## config.mk

```make
export PLATFORM = sky130hd
export DESIGN_NAME = sts_alu
export DESIGN_NICKNAME = d
export VERILOG_FILES = /design/src/hw/rtl/sts_pkg.sv /design/src/hw/rtl/sts_alu.sv
export SDC_FILE = /design/constraint.sdc
export NUM_CORES = 1
export LEC_CHECK = 0
export ABC_CLOCK_PERIOD_IN_PS = 4250
export BUFFER_PORTS_ARGS = -buffer_cell sky130_fd_sc_hd__buf_2
export CORE_UTILIZATION = 50
export DETAILED_ROUTE_END_ITERATION = 8
export GPL_ROUTABILITY_DRIVEN = 1
export PLACE_DENSITY = 0.88
export SLEW_MARGIN = 40
export SYNTH_ARGS = -nofsm -noshare
export SYNTH_HDL_FRONTEND = slang
export SYNTH_SLANG_ARGS = --single-unit
```

## constraint.sdc

```tcl
create_clock -name vclk -period 4.25
set_input_delay 0.425 -clock vclk [all_inputs]
set_output_delay 0.425 -clock vclk [all_outputs]
set_load 0.01 [all_outputs]
```

## src/hw/rtl/sts_pkg.sv

```systemverilog
// Shared widths, defaults, operation codes and the adder control type of the sum tree.
package sts_pkg;

   localparam int INDEX_BITS          = 10;
   localparam int VALUE_BITS          = 32;
   localparam int SUM_PORT_BITS       = 42;
   localparam int LEAVES_DEFAULT      = 1024;
   localparam int WEIGHT_BITS_DEFAULT = 32;

   localparam logic OP_WRITE  = 1'b0;
   localparam logic OP_SEARCH = 1'b1;

   typedef struct packed {
      logic sub;
   } sts_alu_ctl_type;

endpackage

```

## src/hw/rtl/sts_alu.sv

```systemverilog
// Shared adder and subtractor with carry out, used for deltas, node updates and the search compare.
module sts_alu import sts_pkg::*; #(
   parameter int WIDTH = 64
) (
   input  logic [WIDTH-1:0] a,
   input  logic [WIDTH-1:0] b,
   input  sts_alu_ctl_type  ctl,
   output logic [WIDTH-1:0] result,
   output logic             carry
);

   logic [WIDTH-1:0] b_eff;
   logic [WIDTH:0]   full;

   assign b_eff  = ctl.sub ? ~b : b;
   assign full   = {1'b0, a} + {1'b0, b_eff} + (WIDTH+1)'(ctl.sub);
   assign result = full[WIDTH-1:0];
   assign carry  = full[WIDTH];

endmodule
```

==> qor.csv, run 1 <==
metric,value,unit
dpl.hpwl,11.9,mm
status,"finished, final reports clean",
maxCapViolations,0,
switching_power,819,uW
power.leakage,0.00284,uW
route.detailed.vias_per_inst,5.83,
final-setup-viol-count,0,
finish.net_count,1018,
synthXorXnorAreaFrac,0.237,
final-hold-violation-count,0,
synth-simple-area-share,0.182,
setup-tns-final,0,ps
hp-class,in2out,
globalRoute.totalOverflow,0,
finish.instance_area,5630,sq um
synth_nets,835,
vdd_ir_drop_max,0.000133,V
criticalPathCategory,in2out,
remaining_drc_errors,0,
crit_chain,buf_4 -> buf_12 -> xor2_1 -> ha_1 -> nand4_1 -> or4_4 -> or2_4 -> o211ai_2 -> a221oi_2 -> a21oi_1 -> a21oi_2 -> o21ai_2 -> xnor2_1 -> buf_2,
crit_arrival,3670,ps
grt_first_pass_wirelength,22.2,mm
post-route-util,0.643,
drt_first_pass_iters,5,
synth.avg_cell_area,7.16,sq um
rows,34,
fin_crit_sh,0.963,
slew_headroom,0.521,
die_x,97.4,microns
maxClockFrequency,244,MHz
post_synth_inst_count,636,
mostFrequentLayoutCell,buf_2,
period_needed,4090,ps
via_count_of_the_first_global_routing_pass,5060,
register_area,0,sq um
placement.cell_area,5610,sq um
top_level_ports,194,
combinationalPowerShare,1.000,
synth_mux_area_frac,0.00440,
detailedRoute.firstIterationViolations,229,
route.final.wire_length,13.8,mm
port-buffer-count,194,
ctsHoldBuffers,0,
detail-route-antenna-nets,0,
most_used_cells_in_the_layout_excluding_fill_and_tap_cells,"buf_2, xor2_1, a21oi_1, ha_1, nand2_1",
gp_congestion,0.982,
yosysTopAreaCell,ha_1,
tightestPinTransition,701,ps
core-area,8760,sq um
dp_worst_setup_slack,192,ps
crit_path_max_fanout,22,
synth_sequential_area_ratio,0,
synth.cell_area,4550,sq um
endpoint_kind,output port,
floorplan.die_area,9490,sq um
hold_end,result[0],
crit_slowest_cell,or4_4,
die_h,97.4,microns
synth_top_area_frac,0.190,
synth-adder-area-share,0.194,
clockBufferCount,0,
total_power,1420,uW
synthTopCellsByArea,"ha_1, xor2_1, a21oi_1",
start_util,0.520,
fin_ws,156,ps
area.growth.synth_to_final,23.7,%
rsz0062_at_grt,no,
pwr-share-seq,0,
grt_max_degree,23,
ys.warnings.count,0,
drv_slew,0,
hold_path_depth,3,
largest_family_of_logic_cells_by_synthesized_area,compound AO/OA/AOI/OAI gates,
final_layout_size_suffix_gt1_frac,0.286,
clock_power_share,0,
p_int,606,uW
dr_total_vias,5390,
setup.worst_path.start_class,input pin,
min_from,b[0],
grt_antenna_before_repair,0,
synth-compound-area-share,0.335,
post_drt_wl_per_cell,15.0,microns
cp_slowest_stage_delay,570,ps
ff_latch_count,0,
power.density,253,nW/um^2
grtUsageTotal,0.272,
n_antenna_cell,0,
cp.required,3830,ps
postCtsSetupRepairBufs,0,
synth_cell_type_count,71,
net_switching_share_of_the_total_power,0.575,
cells by family (layout without fill, tap and decap cells):
group | Yosys count | count (layout)
AND/OR/NAND/NOR | 169 | 169
multiplexers | 2 | 2
XOR/XNOR | 123 | 123
adder cells (fa/ha/maj) | 70 | 70
AO/OA/AOI/OAI | 228 | 228
buffers and inverters | 44 | 225
final cells by class:
class	instances	area [sq um]
inverter	20	75.1
timing repair buffer	205	1070
tap	108	135
fill	829	3130
multi-input combinational	592	4350
cells in the mapped netlist (all sizes together) (5+ instances only):
cell type   n
a2111oi     6
inv        20
a211oi      6
xnor2      37
o21a        5
nand2b      5
nand3      10
o21bai     12
o31ai       6
o21ai      38
and2        7
nor4        5
a31oi       8
clkbuf     10
nor2       38
a21o       35
xor2       86
nand2      61
a21oi      82
a21boi      5
ha         69
buf        12
nand4      15
nor3        7
critical path, delay by kind of cell:
family / cells / cell delay [ps]
compound gates: 5 / 940
xor+xnor: 2 / 340
fa+ha+maj: 1 / 420
buf+inv: 3 / 530
simple gates: 3 / 1000
worst max path at each step:
stage          start    endpoint  slack (ps)  depth (start not counted)
2_1_floorplan    ctl  result[63]         420                         13
3_3_place_gp     ctl  result[51]         230                         14
3_5_place_dp     ctl  result[51]         190                         14
4_1_cts          ctl  result[51]         190                         14
5_1_grt          ctl  result[26]          30                         14
6_report         ctl  result[51]         160                         14
power by group through the flow:
| stage | sequential, uW | combinational (uW) | clock [uW] |
|---|---|---|---|
| final | 0 | 1420 | 0 |
| after global routing | 0 | 1550 | 0 |
| after CTS | 0 | 1410 | 0 |
| after detailed placement | 0 | 1400 | 0 |
| after global placement | 0 | 1380 | 0 |
| after floorplan | 0 | 958 | 0 |
per-layer routing:
metal,vias up,track usage,part of all wire
li1,2693,-,-
met1,2454,0.345,0.43
met2,209,0.497,0.48
met3,34,0.0209,0.057
met4,0,0.0633,0.027
met5,-,0,0
what timing repair did:
item                                   CTS  global route
endpoints found under the hold margin    0             0
setup endpoints to repair                0             9
resized for setup                        0             5
metrics by stage:
stage / hold WS [ps] / cells
3_3_place_gp: 1170 / 925
4_1_cts: 1180 / 925
2_1_floorplan: 926 / 636
5_1_grt: 1190 / 925
6_report: 1180 / 925
3_5_place_dp: 1180 / 925
No activity file was read; power rests on OpenSTA's default activity.
==> run 2, diff against run 1 <==
- MAX_ROUTING_LAYER: unset -> met4
==> qor.csv, run 2 (same netlist as run 1, synthesis figures left out) <==
metric,value,unit,change
status,"finished, final reports clean",,
endpoint_kind,output port,,
globalRoute.totalOverflow,0,,unchanged
maxCapViolations,0,,unchanged
placed_cell_count,924,,-0.11%
setup-tns-final,0,ps,unchanged
remaining_drc_errors,0,,unchanged
grt_max_degree,19,,-17%
hp-class,in2out,,
number_of_standard_cells_in_the_final_layout_excluding_fillers,927,,+0.22%
cp.required,3830,ps,about the same
grtUsageTotal,0.280,,+0.00724
post_drt_wl_per_cell,15.1,microns,+0.97%
maxClockFrequency,245,MHz,+0.29%
start_util,0.520,,unchanged
vdd_ir_drop_max,0.000133,V,-0.21%
worstSetupStartpoint,ctl,,
crit_path_max_fanout,18,,-18%
route.detailed.vias_per_inst,5.90,,+1.2%
tightestPinTransition,588,ps,-113 ps
floorplan.die_area,9490,sq um,unchanged
hold_end,result[0],,
crit_arrival,3660,ps,about the same
criticalPathCategory,in2out,,
port-buffer-count,194,,unchanged
placement.cell_area,5610,sq um,-0.13%
drt_first_pass_iters,5,,unchanged
num-fill-cells,841,,+1.4%
hold_path_depth,3,,unchanged
n_antenna_cell,0,,unchanged
ff_latch_count,0,,unchanged
final_layout_size_suffix_gt1_frac,0.291,,+0.00418
top_level_ports,194,,unchanged
power.density,254,nW/um^2,+0.51%
clockBufferCount,0,,unchanged
slew_headroom,0.607,,+0.0862
min_from,b[0],,
rows,34,,unchanged
final-hold-violation-count,0,,unchanged
detailedRoute.firstIterationViolations,203,,-11%
die_h,97.4,microns,unchanged
dr_total_vias,5468,,+1.4%
route.final.wire_length,14.0,mm,+1.2%
register_area,0,sq um,unchanged
setup.worst_path.start_class,input pin,,
drv_slew,0,,unchanged
grt_antenna_before_repair,0,,unchanged
period_needed,4080,ps,-11.9 ps
dpl.hpwl,11.9,mm,+0.14%
final-setup-viol-count,0,,unchanged
most_used_cells_in_the_layout_excluding_fill_and_tap_cells,"buf_2, xor2_1, a21oi_1, ha_1, nand2_1",,
via_count_of_the_first_global_routing_pass,5020,,-0.79%
core-area,8760,sq um,unchanged
mostFrequentLayoutCell,buf_2,,
fin_worst_hold_slack,1160,ps,-15.9 ps
post-route-util,0.647,,+0.00385
power.leakage,0.00285,uW,+0.40%
grt_first_pass_wirelength,22.3,mm,+0.13%
gp_congestion,0.988,,+0.61%
die_x,97.4,microns,unchanged
area.growth.synth_to_final,24.4,%,
fin_crit_sh,0.960,,-0.00280
finish.net_count,1020,,+0.20%
finish.instance_area,5670,sq um,+0.60%
detail-route-antenna-nets,0,,unchanged
==> run 2: cell types whose count changed in the layout (fill, tap and decap cells not counted) <==
| cell | change |
|---|---|
| a311oi_4 | +1 |
| a211oi_2 | +1 |
| a2111oi_2 | +1 |
| buf_4 | +3 |
| a311oi_2 | -1 |
| buf_6 | -1 |
| a211oi_1 | -1 |
| a2111oi_0 | -1 |
==> run 2: worst max-delay path, stage by stage <==
cell,delay (ps)
buf_4,200
buf_12,190
xor2_1,170
ha_1,410
nand4_1,210
or4_4,580
or2_4,250
o211ai_2,90
a221oi_2,80
buf_4,170
a211oi_2,240
nor3_2,100
o31ai_2,230
xor2_1,160
buf_2,140
==> run 2: where the power goes <==
group | total [uW] | switching, uW | internal, uW
logic | 1440 | 829 | 612
registers | 0 | 0 | 0
clock network | 0 | 0 | 0
==> run 2: routing by layer <==
metal  up-vias  global-route usage  routed length (microns)
met3        32             0.00432                      753
met5         -                   -                        0
met1      2501               0.348                     6080
met2       230               0.501                     6800
met4         0              0.0690                      379
li1       2705                   -                        -
==> run 2: area by class of cell <==
class / instances / area [sq um] / area share
well taps: 108 / 135 / 0.0238
repair buffers: 207 / 1080 / 0.191
multi-input cells: 592 / 4370 / 0.772
inverters: 20 / 75.1 / 0.0132
==> run 2: worst max-delay path by stage <==
stage                       to  slack (ps)  cells after the start
detailed placement  result[58]         160                     14
CTS                 result[51]         140                     13
global placement    result[46]         260                     13
floorplan           result[63]         420                     13
global route        result[60]          -2                     16
finish              result[63]         170                     15
==> run 2: per-stage QoR <==
step	worst slack, ps	total power [uW]
after CTS	140	1400
after detailed placement	158	1400
after floorplan	419	958
after global routing	-2.49	1570
after global placement	256	1380
final	168	1440
==> run 2: repair_timing <==
action,in CTS,in global routing
hold buffers,0,0
gates resized for setup,0,7
setup endpoints to repair,0,10
buffers inserted,0,3
==> run 3, diff against run 2 <==
- ABC_CLOCK_PERIOD_IN_PS: 4250 -> 4800
- clock period: 4.25 -> 4.8 ns (I/O delays scaled with it)
==> qor.csv, run 3 (same netlist as run 1, synthesis figures left out) <==
metric,value,unit,change
num-fill-cells,831,,-1.2%
rsz0062_at_grt,no,,
final-setup-viol-count,0,,unchanged
criticalPathCategory,in2out,,
final_layout_size_suffix_gt1_frac,0.277,,-0.0141
setup.worst_path.start_class,input pin,,
maxClockFrequency,230,MHz,
n_antenna_cell,0,,unchanged
setup-tns-final,0,ps,unchanged
die_x,97.4,microns,unchanged
fin_ws,452,ps,+284 ps
grtUsageTotal,0.284,,+0.00462
critPathTopFamily,compound AO/OA/AOI/OAI gates,,
cp.required,4320,ps,+490 ps
period_needed,4350,ps,
hp-class,in2out,,
power.density,224,nW/um^2,-12%
detail-route-antenna-nets,0,,unchanged
remaining_drc_errors,0,,unchanged
finish.instance_area,5560,sq um,-1.9%
top_level_ports,194,,unchanged
ctsHoldBuffers,0,,unchanged
route.final.wire_length,13.9,mm,-0.64%
floorplan.die_area,9490,sq um,unchanged
ctsResizeCount,0,,unchanged
post_drt_wl_per_cell,15.2,microns,+0.34%
fin_crit_sh,0.906,,
endpoint_kind,output port,,
die_h,97.4,microns,unchanged
globalRoute.totalOverflow,0,,unchanged
dr_total_vias,5405,,-1.2%
route.detailed.vias_per_inst,5.89,,-0.18%
vdd_ir_drop_max,0.000101,V,-24%
grt_antenna_before_repair,0,,unchanged
dp_worst_setup_slack,467,ps,+309 ps
most_used_cells_in_the_layout_excluding_fill_and_tap_cells,"buf_2, xor2_1, a21oi_1, ha_1, nand2_1",,
hold_end,result[0],,
tightestPinTransition,550,ps,-38.3 ps
detailedRoute.firstIterationViolations,210,,+3.4%
cp_slowest_stage_delay,450,ps,-130 ps
finish.net_count,1011,,-0.88%
slew_headroom,0.633,,+0.0258
mostFrequentLayoutCell,buf_2,,
start_util,0.520,,unchanged
maxCapViolations,0,,unchanged
power.leakage,0.00280,uW,-1.7%
gp_congestion,0.956,,-3.3%
ff_latch_count,0,,unchanged
status,"finished, final reports clean",,
final-hold-violation-count,0,,unchanged
crit_chain,buf_4 -> buf_12 -> xor2_1 -> ha_1 -> a211oi_1 -> o211ai_1 -> a21boi_0 -> o21bai_1 -> a221oi_2 -> a21oi_1 -> a21oi_1 -> o21ai_2 -> xnor2_1 -> buf_2,,
grt_max_degree,28,,+9
min_from,b[0],,
core-area,8760,sq um,unchanged
postCtsSetupRepairBufs,0,,unchanged
register_area,0,sq um,unchanged
post-route-util,0.635,,-0.0120
crit_arrival,3870,ps,+210 ps
crit_path_max_fanout,27,,+9
critical_path_buf_inv_count,3,,-1
drt_first_pass_iters,5,,unchanged
clockBufferCount,0,,unchanged
grt_first_pass_wirelength,22.5,mm,+1.2%
area.growth.synth_to_final,22.1,%,
port-buffer-count,194,,unchanged
rows,34,,unchanged
drv_slew,0,,unchanged
hold_path_depth,3,,unchanged
placement.cell_area,5560,sq um,-0.80%
crit_slowest_cell,a221oi_2,,
cpMostUsedCell,a21oi_1,,
via_count_of_the_first_global_routing_pass,5104,,+1.7%
dpl.hpwl,12.0,mm,+0.71%
total_power,1250,uW,-13%
==> run 3: where the power goes <==
group	total (uW)	switching [uW]	internal, uW	leakage [uW]
Clock	0	0	0	0
Combinational	1250	722	525	0.00280
Sequential	0	0	0	0
==> run 3: metrics by stage <==
| step | hold slack, ps | instances |
|---|---|---|
| final | 1280 | 918 |
| after global routing | 1300 | 918 |
| after CTS | 1290 | 918 |
| after detailed placement | 1290 | 918 |
| after global placement | 1280 | 918 |
| after floorplan | 1040 | 636 |
==> run 3: how the worst max path moves through the flow <==
stage	slack, ps	depth (start not counted)	to	startpoint
floorplan	860	13	result[63]	ctl
global placement	510	14	result[51]	ctl
detailed placement	470	14	result[60]	ctl
CTS	470	14	result[60]	ctl
global route	190	14	result[51]	ctl
finish	450	14	result[51]	ctl
==> run 3: layout make-up <==
type                       instances  area, sq um  area share
inverter                          20         75.1      0.0135
multi-input combinational        592         4340       0.780
tap                              108          135      0.0243
timing repair buffer             198         1020       0.183
==> run 3: layer usage <==
layer  vias to the layer above  track usage  share of wire
li1                       2682            -              -
met1                      2461        0.348           0.43
met2                       220        0.499           0.48
met3                        42       0.0137          0.053
met4                         0       0.0916          0.031
met5                         -            -              0
